--- src/hw/rtl/pdec_pkg.sv ---
// Shared types, constants and helper functions for the pulse decoder.
package pdec_pkg;

    // Width of the captured pulse length and of every length register.
    localparam int DUR_W = 15;
    // Width of the tolerance register.
    localparam int TOL_W = 8;
    // Width of the configuration register index.
    localparam int CFG_IDX_W = 3;
    // Depth of the queue between the classifier and the decoder.
    localparam int QUEUE_DEPTH = 2;

    // Configuration register indexes.
    localparam logic [CFG_IDX_W-1:0] REG_TOLERANCE    = 3'd0;
    localparam logic [CFG_IDX_W-1:0] REG_START_LENGTH = 3'd1;
    localparam logic [CFG_IDX_W-1:0] REG_GAP_LENGTH   = 3'd2;
    localparam logic [CFG_IDX_W-1:0] REG_ONE_LENGTH   = 3'd3;
    localparam logic [CFG_IDX_W-1:0] REG_ZERO_LENGTH  = 3'd4;

    // Register values after reset.
    localparam logic [TOL_W-1:0] TOLERANCE_RESET    = 8'd10;
    localparam logic [DUR_W-1:0] START_LENGTH_RESET = 15'd85;
    localparam logic [DUR_W-1:0] GAP_LENGTH_RESET   = 15'd50;
    localparam logic [DUR_W-1:0] ONE_LENGTH_RESET   = 15'd70;
    localparam logic [DUR_W-1:0] ZERO_LENGTH_RESET  = 15'd28;

    // Classification of one pulse, passed from the front to the back.
    typedef struct packed {
        logic start_hit;
        logic gap_hit;
        logic one_hit;
        logic zero_hit;
        logic last;
    } pdec_class_t;

    // True when the pulse length lies strictly within tolerance of the reference.
    function automatic logic near_length(input logic [DUR_W-1:0] ref_len,
                                         input logic [DUR_W-1:0] dur,
                                         input logic [TOL_W-1:0] tol);
        logic [DUR_W-1:0] diff;
        diff = (ref_len > dur) ? (ref_len - dur) : (dur - ref_len);
        return diff < {{(DUR_W-TOL_W){1'b0}}, tol};
    endfunction

endpackage

--- src/hw/rtl/pdec_front.sv ---
// Front end: configuration registers and per-pulse length classification.
module pdec_front
    import pdec_pkg::*;
#(
    parameter int DURATION_BITS = 15
) (
    input  logic                 aclk,
    input  logic                 aresetn,
    input  logic                 cfg_we,
    input  logic [CFG_IDX_W-1:0] cfg_index,
    input  logic [DUR_W-1:0]     cfg_data,
    input  logic                 pulse_level,
    input  logic [DUR_W-1:0]     pulse_duration,
    input  logic                 last_pulse,
    output pdec_class_t          pulse_class
);

    localparam int DUR_USED = (DURATION_BITS < DUR_W) ? DURATION_BITS : DUR_W;
    localparam logic [DUR_W-1:0] DUR_MASK = DUR_W'((17'(1) << DUR_USED) - 17'(1));

    logic [TOL_W-1:0] tolerance_reg;
    logic [DUR_W-1:0] start_length_reg;
    logic [DUR_W-1:0] gap_length_reg;
    logic [DUR_W-1:0] one_length_reg;
    logic [DUR_W-1:0] zero_length_reg;
    logic [DUR_W-1:0] dur;

    // Configuration writes; an index beyond the register list is dropped.
    always_ff @(posedge aclk) begin
        if (!aresetn) begin
            tolerance_reg    <= TOLERANCE_RESET;
            start_length_reg <= START_LENGTH_RESET;
            gap_length_reg   <= GAP_LENGTH_RESET;
            one_length_reg   <= ONE_LENGTH_RESET;
            zero_length_reg  <= ZERO_LENGTH_RESET;
        end else if (cfg_we) begin
            unique case (cfg_index)
                REG_TOLERANCE:    tolerance_reg    <= cfg_data[TOL_W-1:0];
                REG_START_LENGTH: start_length_reg <= cfg_data;
                REG_GAP_LENGTH:   gap_length_reg   <= cfg_data;
                REG_ONE_LENGTH:   one_length_reg   <= cfg_data;
                REG_ZERO_LENGTH:  zero_length_reg  <= cfg_data;
                default: ;
            endcase
        end
    end

    // Only the low capture bits of the duration take part in the compares.
    assign dur = pulse_duration & DUR_MASK;

    // Window compares against every reference length at once.
    always_comb begin
        pulse_class.start_hit = pulse_level &&
                                near_length(start_length_reg, dur, tolerance_reg);
        pulse_class.gap_hit   = !pulse_level &&
                                near_length(gap_length_reg, dur, tolerance_reg);
        pulse_class.one_hit   = pulse_level &&
                                near_length(one_length_reg, dur, tolerance_reg);
        pulse_class.zero_hit  = pulse_level &&
                                near_length(zero_length_reg, dur, tolerance_reg);
        pulse_class.last      = last_pulse;
    end

endmodule

--- src/hw/rtl/pdec_queue.sv ---
// Small first-in first-out queue between the classifier and the decoder.
module pdec_queue #(
    parameter int WIDTH = 5,
    parameter int DEPTH = 2
) (
    input  logic             aclk,
    input  logic             aresetn,
    input  logic             wr_valid,
    output logic             wr_ready,
    input  logic [WIDTH-1:0] wr_data,
    output logic             rd_valid,
    input  logic             rd_ready,
    output logic [WIDTH-1:0] rd_data
);

    localparam int PTR_W = (DEPTH > 1) ? $clog2(DEPTH) : 1;
    localparam int CNT_W = $clog2(DEPTH + 1);

    logic [WIDTH-1:0] slots_reg [DEPTH];
    logic [PTR_W-1:0] wr_ptr_reg, wr_ptr_next;
    logic [PTR_W-1:0] rd_ptr_reg, rd_ptr_next;
    logic [CNT_W-1:0] count_reg, count_next;
    logic             push;
    logic             pop;

    assign wr_ready = (count_reg != CNT_W'(DEPTH));
    assign rd_valid = (count_reg != '0);
    assign rd_data  = slots_reg[rd_ptr_reg];
    assign push     = wr_valid && wr_ready;
    assign pop      = rd_valid && rd_ready;

    // Pointer and fill count update.
    always_comb begin
        wr_ptr_next = wr_ptr_reg;
        rd_ptr_next = rd_ptr_reg;
        count_next  = count_reg;
        if (push) begin
            wr_ptr_next = (wr_ptr_reg == PTR_W'(DEPTH - 1)) ? '0 : wr_ptr_reg + 1'b1;
        end
        if (pop) begin
            rd_ptr_next = (rd_ptr_reg == PTR_W'(DEPTH - 1)) ? '0 : rd_ptr_reg + 1'b1;
        end
        if (push && !pop) begin
            count_next = count_reg + 1'b1;
        end else if (pop && !push) begin
            count_next = count_reg - 1'b1;
        end
    end

    always_ff @(posedge aclk) begin
        if (!aresetn) begin
            wr_ptr_reg <= '0;
            rd_ptr_reg <= '0;
            count_reg  <= '0;
        end else begin
            wr_ptr_reg <= wr_ptr_next;
            rd_ptr_reg <= rd_ptr_next;
            count_reg  <= count_next;
        end
    end

    // Storage needs no reset.
    always_ff @(posedge aclk) begin
        if (push) begin
            slots_reg[wr_ptr_reg] <= wr_data;
        end
    end

endmodule

--- src/hw/rtl/pdec_back.sv ---
// Back end: frame decoding state, byte assembly, checksum and result register.
module pdec_back
    import pdec_pkg::*;
#(
    parameter int FRAME_BYTES = 5
) (
    input  logic        aclk,
    input  logic        aresetn,
    input  logic        cls_valid,
    output logic        cls_ready,
    input  pdec_class_t cls,
    output logic        m_valid,
    input  logic        m_ready,
    output logic [7:0]  m_humidity_whole,
    output logic [7:0]  m_humidity_fraction,
    output logic [7:0]  m_temperature_whole,
    output logic [7:0]  m_temperature_fraction,
    output logic [7:0]  m_received_checksum,
    output logic        m_start_found,
    output logic        m_overflow,
    output logic        m_checksum_ok
);

    localparam int IDX_W = $clog2(FRAME_BYTES + 1);
    localparam int OUT_BYTES = 4;

    logic             start_seen_reg, start_seen_next, start_upd;
    logic             gap_seen_reg, gap_seen_next, gap_upd;
    logic             overflow_reg, overflow_next, overflow_upd;
    logic [IDX_W-1:0] byte_index_reg, byte_index_next, byte_index_upd;
    logic [2:0]       bit_pos_reg, bit_pos_next, bit_pos_upd;
    logic [7:0]       bytes_reg [FRAME_BYTES];
    logic [7:0]       bytes_next [FRAME_BYTES];
    logic [7:0]       bytes_upd [FRAME_BYTES];
    logic [7:0]       sum;
    logic             pop;
    logic             out_free;

    logic             m_valid_reg, m_valid_next;
    logic [7:0]       out_bytes_reg [OUT_BYTES];
    logic [7:0]       out_bytes_upd [OUT_BYTES];
    logic [7:0]       checksum_reg;
    logic             start_found_reg;
    logic             overflow_out_reg;
    logic             checksum_ok_reg;

    // A pulse that produces no result never waits on the result register.
    assign out_free  = !m_valid_reg || m_ready;
    assign cls_ready = !cls.last || out_free;
    assign pop       = cls_valid && cls_ready;

    // Decoding step for the pulse at the head of the queue.
    always_comb begin
        start_upd      = start_seen_reg;
        gap_upd        = gap_seen_reg;
        overflow_upd   = overflow_reg;
        byte_index_upd = byte_index_reg;
        bit_pos_upd    = bit_pos_reg;
        for (int i = 0; i < FRAME_BYTES; i++) begin
            bytes_upd[i] = bytes_reg[i];
        end
        if (!overflow_reg) begin
            if (!start_seen_reg) begin
                start_upd = cls.start_hit;
            end else if (gap_seen_reg) begin
                if (byte_index_reg >= IDX_W'(FRAME_BYTES)) begin
                    overflow_upd = 1'b1;
                end else if (cls.one_hit || cls.zero_hit) begin
                    if (cls.one_hit) begin
                        for (int i = 0; i < FRAME_BYTES; i++) begin
                            if (byte_index_reg == IDX_W'(i)) begin
                                bytes_upd[i][bit_pos_reg] = 1'b1;
                            end
                        end
                    end
                    if (bit_pos_reg == 3'd0) begin
                        byte_index_upd = byte_index_reg + 1'b1;
                        bit_pos_upd    = 3'd7;
                    end else begin
                        bit_pos_upd = bit_pos_reg - 1'b1;
                    end
                    gap_upd = 1'b0;
                end
            end else begin
                gap_upd = cls.gap_hit;
            end
        end
    end

    // Checksum over every byte but the last one, modulo 256.
    always_comb begin
        sum = '0;
        for (int i = 0; i < FRAME_BYTES - 1; i++) begin
            sum = sum + bytes_upd[i];
        end
    end

    // Bytes that have no frame byte behind them read zero.
    for (genvar g = 0; g < OUT_BYTES; g++) begin : g_out
        if (g + 1 < FRAME_BYTES) begin : g_byte
            assign out_bytes_upd[g] = bytes_upd[g];
        end else begin : g_zero
            assign out_bytes_upd[g] = '0;
        end
    end

    // The last pulse of a frame returns the decoding state to its reset value.
    always_comb begin
        start_seen_next = start_seen_reg;
        gap_seen_next   = gap_seen_reg;
        overflow_next   = overflow_reg;
        byte_index_next = byte_index_reg;
        bit_pos_next    = bit_pos_reg;
        for (int i = 0; i < FRAME_BYTES; i++) begin
            bytes_next[i] = bytes_reg[i];
        end
        if (pop) begin
            if (cls.last) begin
                start_seen_next = 1'b0;
                gap_seen_next   = 1'b0;
                overflow_next   = 1'b0;
                byte_index_next = '0;
                bit_pos_next    = 3'd7;
                for (int i = 0; i < FRAME_BYTES; i++) begin
                    bytes_next[i] = '0;
                end
            end else begin
                start_seen_next = start_upd;
                gap_seen_next   = gap_upd;
                overflow_next   = overflow_upd;
                byte_index_next = byte_index_upd;
                bit_pos_next    = bit_pos_upd;
                for (int i = 0; i < FRAME_BYTES; i++) begin
                    bytes_next[i] = bytes_upd[i];
                end
            end
        end
    end

    // Result valid flag.
    always_comb begin
        m_valid_next = m_valid_reg;
        if (pop && cls.last) begin
            m_valid_next = 1'b1;
        end else if (m_ready) begin
            m_valid_next = 1'b0;
        end
    end

    always_ff @(posedge aclk) begin
        if (!aresetn) begin
            start_seen_reg <= 1'b0;
            gap_seen_reg   <= 1'b0;
            overflow_reg   <= 1'b0;
            byte_index_reg <= '0;
            bit_pos_reg    <= 3'd7;
            m_valid_reg    <= 1'b0;
            for (int i = 0; i < FRAME_BYTES; i++) begin
                bytes_reg[i] <= '0;
            end
        end else begin
            start_seen_reg <= start_seen_next;
            gap_seen_reg   <= gap_seen_next;
            overflow_reg   <= overflow_next;
            byte_index_reg <= byte_index_next;
            bit_pos_reg    <= bit_pos_next;
            m_valid_reg    <= m_valid_next;
            for (int i = 0; i < FRAME_BYTES; i++) begin
                bytes_reg[i] <= bytes_next[i];
            end
        end
    end

    // Result payload is loaded when a last pulse leaves the queue.
    always_ff @(posedge aclk) begin
        if (pop && cls.last) begin
            for (int i = 0; i < OUT_BYTES; i++) begin
                out_bytes_reg[i] <= out_bytes_upd[i];
            end
            checksum_reg     <= bytes_upd[FRAME_BYTES-1];
            start_found_reg  <= start_upd;
            overflow_out_reg <= overflow_upd;
            checksum_ok_reg  <= (sum == bytes_upd[FRAME_BYTES-1]);
        end
    end

    assign m_valid                = m_valid_reg;
    assign m_humidity_whole       = out_bytes_reg[0];
    assign m_humidity_fraction    = out_bytes_reg[1];
    assign m_temperature_whole    = out_bytes_reg[2];
    assign m_temperature_fraction = out_bytes_reg[3];
    assign m_received_checksum    = checksum_reg;
    assign m_start_found          = start_found_reg;
    assign m_overflow             = overflow_out_reg;
    assign m_checksum_ok          = checksum_ok_reg;

endmodule

--- src/hw/rtl/humidity_sensor_pulse_decoder_core.sv ---
// Top level of the single-wire humidity sensor pulse decoder.
//
// Input channel (s_*): one measured line pulse per transaction, with its
// level, its length in microsecond ticks and a flag marking the final pulse
// of a frame. Result channel (m_*): one transaction per frame, issued for the
// pulse marked last, carrying the five decoded bytes, the start and overflow
// flags and the checksum check.
// Configuration: cfg_we writes cfg_data into register cfg_index (tolerance,
// start, gap, one and zero lengths); write it only while no frame is in flight.
// Throughput is one pulse per cycle while s_ready is high. The front
// classifies a pulse in the cycle it is accepted; the decoder takes it
// from a two-entry queue, and the result appears on m_valid the cycle
// after the decoder takes the last pulse of the frame.
// When the receiver holds m_ready low, only a last pulse waits in the
// queue; once the queue fills, s_ready drops until the result is taken.
// A synchronous low aresetn restores the register defaults, clears the frame
// state and empties the queue and the result register.
module humidity_sensor_pulse_decoder_core
    import pdec_pkg::*;
#(
    parameter int FRAME_BYTES   = 5,
    parameter int DURATION_BITS = 15
) (
    input  logic                 aclk,
    input  logic                 aresetn,
    input  logic                 cfg_we,
    input  logic [CFG_IDX_W-1:0] cfg_index,
    input  logic [DUR_W-1:0]     cfg_data,
    input  logic                 s_valid,
    output logic                 s_ready,
    input  logic                 s_pulse_level,
    input  logic [DUR_W-1:0]     s_pulse_duration,
    input  logic                 s_last_pulse,
    output logic                 m_valid,
    input  logic                 m_ready,
    output logic [7:0]           m_humidity_whole,
    output logic [7:0]           m_humidity_fraction,
    output logic [7:0]           m_temperature_whole,
    output logic [7:0]           m_temperature_fraction,
    output logic [7:0]           m_received_checksum,
    output logic                 m_start_found,
    output logic                 m_overflow,
    output logic                 m_checksum_ok
);

    pdec_class_t front_class;
    pdec_class_t back_class;
    logic        q_valid;
    logic        q_ready;

    // Classifier and configuration registers.
    pdec_front #(
        .DURATION_BITS(DURATION_BITS)
    ) u_front (
        .aclk          (aclk),
        .aresetn       (aresetn),
        .cfg_we        (cfg_we),
        .cfg_index     (cfg_index),
        .cfg_data      (cfg_data),
        .pulse_level   (s_pulse_level),
        .pulse_duration(s_pulse_duration),
        .last_pulse    (s_last_pulse),
        .pulse_class   (front_class)
    );

    // Queue that lets the front and back stall independently.
    pdec_queue #(
        .WIDTH($bits(pdec_class_t)),
        .DEPTH(QUEUE_DEPTH)
    ) u_queue (
        .aclk    (aclk),
        .aresetn (aresetn),
        .wr_valid(s_valid),
        .wr_ready(s_ready),
        .wr_data (front_class),
        .rd_valid(q_valid),
        .rd_ready(q_ready),
        .rd_data (back_class)
    );

    // Frame decoder and result register.
    pdec_back #(
        .FRAME_BYTES(FRAME_BYTES)
    ) u_back (
        .aclk                  (aclk),
        .aresetn               (aresetn),
        .cls_valid             (q_valid),
        .cls_ready             (q_ready),
        .cls                   (back_class),
        .m_valid               (m_valid),
        .m_ready               (m_ready),
        .m_humidity_whole      (m_humidity_whole),
        .m_humidity_fraction   (m_humidity_fraction),
        .m_temperature_whole   (m_temperature_whole),
        .m_temperature_fraction(m_temperature_fraction),
        .m_received_checksum   (m_received_checksum),
        .m_start_found         (m_start_found),
        .m_overflow            (m_overflow),
        .m_checksum_ok         (m_checksum_ok)
    );

endmodule

--- config.mk ---
export PLATFORM = sky130hd
export DESIGN_NAME = humidity_sensor_pulse_decoder_core
export DESIGN_NICKNAME = d
export VERILOG_FILES = /design/src/hw/rtl/pdec_pkg.sv /design/src/hw/rtl/pdec_front.sv /design/src/hw/rtl/pdec_queue.sv /design/src/hw/rtl/pdec_back.sv /design/src/hw/rtl/humidity_sensor_pulse_decoder_core.sv
export SDC_FILE = /design/constraint.sdc
export NUM_CORES = 1
export LEC_CHECK = 0
export ABC_CLOCK_PERIOD_IN_PS = 11250
export BUFFER_PORTS_ARGS = -buffer_cell sky130_fd_sc_hd__buf_2
export CORE_MARGIN = 5
export CORE_UTILIZATION = 30
export DETAILED_ROUTE_END_ITERATION = 7
export GPL_TIMING_DRIVEN = 0
export PLACE_DENSITY = 0.48
export RECOVER_POWER = 50
export SETUP_SLACK_MARGIN = 0.05
export SLEW_MARGIN = 20
export SYNTH_ARGS = -nofsm -noshare
export SYNTH_HDL_FRONTEND = slang
export SYNTH_SLANG_ARGS = --single-unit
--- constraint.sdc ---
create_clock -name aclk -period 11.25 [get_ports aclk]
set_input_delay 2.25 -clock aclk [delete_from_list [all_inputs] [get_ports aclk]]
set_output_delay 2.25 -clock aclk [all_outputs]
set_load 0.1 [all_outputs]
# --- Yosys cells after proc, flatten, opt, wreduce, memory -nomap -nowiden ---
# Memory sizes are Yosys's and may differ from the RTL's. A register that Yosys moved wholly into a read port is not among the register bits.
# Cells that the tools add are included.
op_classes:
  n_addsub: 17
  magnitude_cmp: 11
  n_eq_ne: 12
  mux: 66
  bitwise_logic: 10
  n_reduce_logical: 36
ops:
  columns: ["op", "n"]
  rows:
  - ["2-to-1 mux 40 bit", 8]
  - ["subtractor 15 bit", 8]
  - ["2-to-1 mux 8 bit", 10]
  - ["> comparator 15 bit", 4]
  - ["less-than comparator 15 x 8 -> 1 bit", 4]
  - ["2-to-1 mux 15 bit", 4]
  - ["2-to-1 mux 3 bit", 14]
  - ["OR 8 bit", 5]
  - ["2-to-1 mux 1 bit", 27]
  - ["adder 8 bit", 3]
  - ["nonzero test 2 bit", 7]
  - ["== test 3 x 2 -> 1 bit, second input constant", 4]
  - ["logical AND 1 bit", 10]
  - ["AND reduction 2 bit", 5]
  - ["logical NOT 3 bit", 3]
  - ["== test 8 bit", 1]
  - ["AND reduction 7 bit", 1]
  - ["== test 3 x 1 -> 1 bit, second input constant", 2]
  - ["== test 3 bit, second input constant", 2]
  - ["AND reduction 6 bit", 1]
  - ["logical NOT 1 bit", 5]
  - ["OR 1 bit", 5]
  - ["less-than comparator 3 x 4 -> 1 bit, second input constant", 1]
  - ["2-to-1 mux 2 bit", 2]
  - ["12 further kinds", 16]
totals:
  register_bits: 93
  ram_bits: 82
  inputBits: 40
  output_inout_bits: 45
  wordCells: 173
  mem_count: 3
mem_list:
  columns: ["name", "words", "word_bits", "rd", "rd_ports_with_merged_regs", "wr", "line_no", "text"]
  rows:
  - ["u_back.bytes_reg", 5, 8, 5, 0, 5, "pdec_back.sv:32", "logic [7:0] bytes_reg [FRAME_BYTES];"]
  - ["u_back.out_bytes_reg", 4, 8, 4, 0, 4, "pdec_back.sv:40", "logic [7:0] out_bytes_reg [OUT_BYTES];"]
  - ["u_queue.slots_reg", 2, 5, 1, 1, 1, "pdec_queue.sv:19", "logic [WIDTH-1:0] slots_reg [DEPTH];"]

# --- Longest topological paths before layout ---
depth:
  ltp_word: 16
  ltp_mapped: 23
  depth_no_buf: 22

# --- Cells and area by module ---
# Synthesis repeated with hierarchy kept, for this count alone.
unflattened:
  hier_cells: 1641
  hier_area_um2: 13833.3
by_module_without_submodules:
  columns: ["module", "n_inst", "cells_per_inst", "area_per_inst_um2", "seq_area_each_um2"]
  rows:
  - ["pdec_front", 1, 1194, 8872.3, 1361.3]
  - ["pdec_back", 1, 408, 4361.7, 2292.2]
  - ["pdec_queue", 1, 39, 599.3, 400.4]

# --- Least setup slack after synthesis ---
# OpenSTA, ideal clock, no wires.
synth_timing:
  path_type: "in2reg"
  from: "input s_pulse_duration[6]"
  to: "memory u_queue.slots_reg[0][4], data pin"
  setup_time_ns: 0.197
  arrival_time_ns: 6.167
  required_time_ns: 11.053
  slack_ns: 4.886
  cell_stages: 23
  path_buffers: 3
  path_cell_list: "inv_1 ha_1 buf_2 nand4_1 or4_1 mux2i_1 nor2_1 a21oi_2 buf_6 buf_2 mux2_2 ha_1 a21boi_0 o21a_1 o21a_1 o21ai_0 nand2b_1 a21oi_1 nor2b_1 o21ai_0 and4b_1 nand3_1 nor4_1"
synth_lines:
  columns: ["element", "line_no", "text"]
  rows:
  - ["from (decl)", "humidity_sensor_pulse_decoder_core.sv:32", "input logic [DUR_W-1:0] s_pulse_duration,"]
  - ["to (decl)", "pdec_queue.sv:19", null]

==> run_results.csv <==
group,metric,value,unit
yosys,postSynthCellCount,1570,
cts,post_cts_resized,0,
routing,drtIter0Drc,637,
worst_setup_path,r2r_start,"u_back.byte_index_reg[1]$_SDFFE_PN0P_",
finish,insertedDiodeCount,0,
global_route,antenna_found_initial,0,
pwr,power_leakage,6.73,nW
finish,num-fill-cells,4662,
timing,tightest_slew,1.40,ns
finish,drive_above_1_share,0.0841,
timing,min_period_over_period,0.685,
pwr,power,0.00215,W
cts,clkTransAtPathRegs,0.07,ns
global_route,grt_max_degree,30,
yosys,yosys_warnings,0,
worst_setup_path,rrSetupSlack,5.38,ns
worst_setup_path,max_stage_delay,0.61,ns
global_route,grt_util_all_layers,0.169,
pwr,power_density,143,nW/um2
worst_setup_path,critPathLaunch,"s_pulse_duration[1]",
worst_setup_path,arrival,7.87,ns
worst_setup_path,crit_chain,"buf_2, inv_1, ha_1, nor2b_1, o21ai_0, a21oi_1, o21ai_2, a21o_1, a21boi_0, buf_2, buf_1, mux2_2, ha_1, a21oi_1, nor2b_1, o21ai_0, a21oi_1, o21a_1, o21ai_0, nand4b_1, a211oi_1, o2111ai_1, a311oi_1",
timing,tns,0,ns
timing,finalCriticalPeriod,7.71,ns
cts,cts_max_path_buffers,2,
routing,num_vias,11384,
die,rows,77,
yosys,yosys.cell_count.top_type,"nand2_1",
pwr,power.share.sequential,0.346,
worst_hold_path,min_path_type,"reg2reg",
cts,post_cts_buffers,0,
yosys,synth_nets,1791,
worst_setup_path,crit_buf_inv,4,
yosys,synth-seq-cells,176,
yosys,yosysTopAreaCell,"dfxtp_1",
cts,h-tree-depth,4,
yosys,avgSynthCellArea,8.46,um2
finish,final_cell_area,15000,um2
pwr,switching_share,0.434,
worst_hold_path,hold_depth,2,
routing,drt-wirelength-per-cell,17.9,um
cts,numClockSinks,176,
worst_setup_path,critPathTopFamily,"compound AO/OA/AOI/OAI gates",
timing,maxSlewViolCount,0,
pwr,combPwrFrac,0.378,
die,io_pins,85,
place,place_congestion,0.920,
worst_hold_path,min_from,"u_front.tolerance_reg[2]$_SDFFE_PN0P_",
yosys,synth_top_area_frac,0.185,
die,fp.dieH,220,um
routing,dr.pass1.iters,7,
cts,cts_tree,"built",
routing,ant_nets,0,
global_route,grt_overflow,0,
yosys,synth_cell_type_count,72,
routing,drc_errors,0,
yosys,synthesis.area,13300,um2
global_route,grt_pass1_vias,11032,
worst_setup_path,cp.required,11.41,ns
finish,area_delta_synth_final,13.1,%
place,hpwl,33.0,mm
cts,root_buffer,"clkbuf_16",
pwr,p_int,0.00122,W
worst_setup_path,crit_path_max_fanout,10,
place,port_buffers,84,
finish,fin_nets,1896,
yosys,async_flop_share,0,
yosys,ys_seq_area_frac,0.305,
yosys,synth_enable_flop_cells,53,
outcome,outcome,"complete, no violations",
worst_setup_path,critical_path_class,"in2reg",
timing,postLayoutSetupSlackWorst,3.54,ns
cts,cts_inserted_buffers,17,
global_route,grt_pass1_wl,62.7,mm
finish,largest_reg_flops,40,
cts,clk_latency,0.46,ns
timing,finClkSkew,0.0130,ns
worst_setup_path,endpoint_kind,"register",
routing,via_per_inst,4.99,
die,die_area,48600,um2
timing,holdWs,0.469,ns
worst_hold_path,whs_endpoint,"u_front.tolerance_reg[2]$_SDFFE_PN0P_",
yosys,synthTopCellsByCount,"172 x nand2_1, 159 x ha_1, 159 x inv_1, 128 x a21oi_1, 123 x dfxtp_1",
pwr,p_switching,0.000932,W
yosys,synth_area_leaders,"dfxtp_1 19%, ha_1 15%, edfxtp_1 12%",
worst_setup_path,slowest_stage,"a311oi_1",
timing,max_freq,0.130,GHz
timing,setup_viol,0,
die,chipWidth,220,um
timing,relSlewSlack,0.0630,
die,initial_utilization,0.302,
die,core,44000,um2
flow_run,cap_violations,0,
worst_setup_path,r2r_end,"u_back.m_checksum_ok$_DFFE_PP_",
worst_setup_path,rr_worst_depth,22,
pwr,vdd_drop_max,0.0944,mV
timing,hold_violations,0,
worst_setup_path,cp-start-kind,"primary input",
pwr,pwr-share-clk,0.275,
place,place_area,14500,um2
yosys,ys.flop_type,"dfxtp_1",
routing,routed_wl,40.8,mm
cts,ctsHoldBuffers,0,
place,place_ws,3.06,ns
timing,rsz0062_at_grt,"false",
-- cell usage in the layout, fill, tap and decap left out, types with 22 or more instances in the layout --
| master | instances |
|---|---|
| buf_2 | 78 |
| nor2_1 | 92 |
| o21ai_0 | 50 |
| nor2b_1 | 27 |
| fa_1 | 22 |
| xnor2_1 | 44 |
| nor3_1 | 54 |
| o211ai_1 | 24 |
| mux2i_1 | 36 |
| edfxtp_1 | 53 |
| nand2_1 | 172 |
| a21oi_1 | 128 |
| ha_1 | 159 |
| clkbuf_1 | 69 |
| a21o_1 | 63 |
| a21boi_0 | 59 |
| inv_1 | 159 |
| dfxtp_1 | 123 |
-- worst reg2reg max path, stage by stage (launching register included) --
cell and delay [ns]:
dfxtp_1 0.41, inv_1 0.08, ha_1 0.23, o31ai_1 0.29
nor3b_1 0.79, nand3_1 0.25, nor2_1 0.43, a21oi_1 0.23
fa_1 0.56, fa_1 0.55, inv_1 0.05, ha_1 0.21
inv_1 0.07, fa_1 0.20, nor2b_1 0.05, o21ai_0 0.16
nand2b_1 0.11, a21o_1 0.19, a21oi_1 0.21, xnor2_1 0.16
xnor2_1 0.15, xnor2_1 0.17, nor3_1 0.09
-- power by group through the flow --
stage / registers, W / clock network (W) / logic, W
3_5_place_dp: 0.000759 / 0 / 0.000819
3_3_place_gp: 0.000763 / 0 / 0.000804
5_1_grt: 0.000751 / 0.000632 / 0.000882
2_1_floorplan: 0.00101 / 0 / 0.000367
4_1_cts: 0.000745 / 0.000608 / 0.000822
6_report: 0.000744 / 0.000592 / 0.000812
-- kinds of logic after synthesis --
logic type      Yosys count  share of synthesized area
buf+inv                 232                     0.0686
xor+xnor                 65                     0.0429
fa+ha+maj               181                      0.183
compound gates          415                      0.203
mux                      46                     0.0356
flops                   176                      0.305
simple gates            455                      0.162
-- layout make-up --
type,count,area [um2],share of cell area
clock inverter,14,143,0.00950
tap,592,741,0.0493
sequential,176,4050,0.270
timing repair buffer,86,420,0.0280
clock buffer,18,429,0.0286
multi-input combinational,1162,8320,0.554
buffer,72,310,0.0207
inverter,160,601,0.0400
-- worst max-delay path by stage --
stage | end | cells past startpoint | slack [ns]
finish | u_queue.slots_reg[1][2]$_DFFE_PP_ | 23 | 3.54
global route | u_queue.slots_reg[0][2]$_DFFE_PP_ | 23 | 3.21
detailed placement | u_queue.slots_reg[0][3]$_DFFE_PP_ | 23 | 3.06
floorplan | u_queue.slots_reg[0][4]$_DFFE_PP_ | 23 | 4.89
CTS | u_queue.slots_reg[0][3]$_DFFE_PP_ | 23 | 3.56
global placement | u_queue.slots_reg[0][3]$_DFFE_PP_ | 23 | 3.08
-- metrics by stage --
stage,cells,util
floorplan,1570,-
global placement,2246,0.328
detailed placement,2248,0.329
CTS,2280,0.342
global route,2280,0.341
finish,2280,0.341
-- routing by layer --
layer / share of wire / track usage / vias up
met5: 0 / 0 / -
met4: 0.023 / 0.0533 / 0
met3: 0.041 / 0.0234 / 45
met2: 0.44 / 0.267 / 229
met1: 0.50 / 0.239 / 5468
li1: - / - / 5642
(Power assumes the default switching activity.)
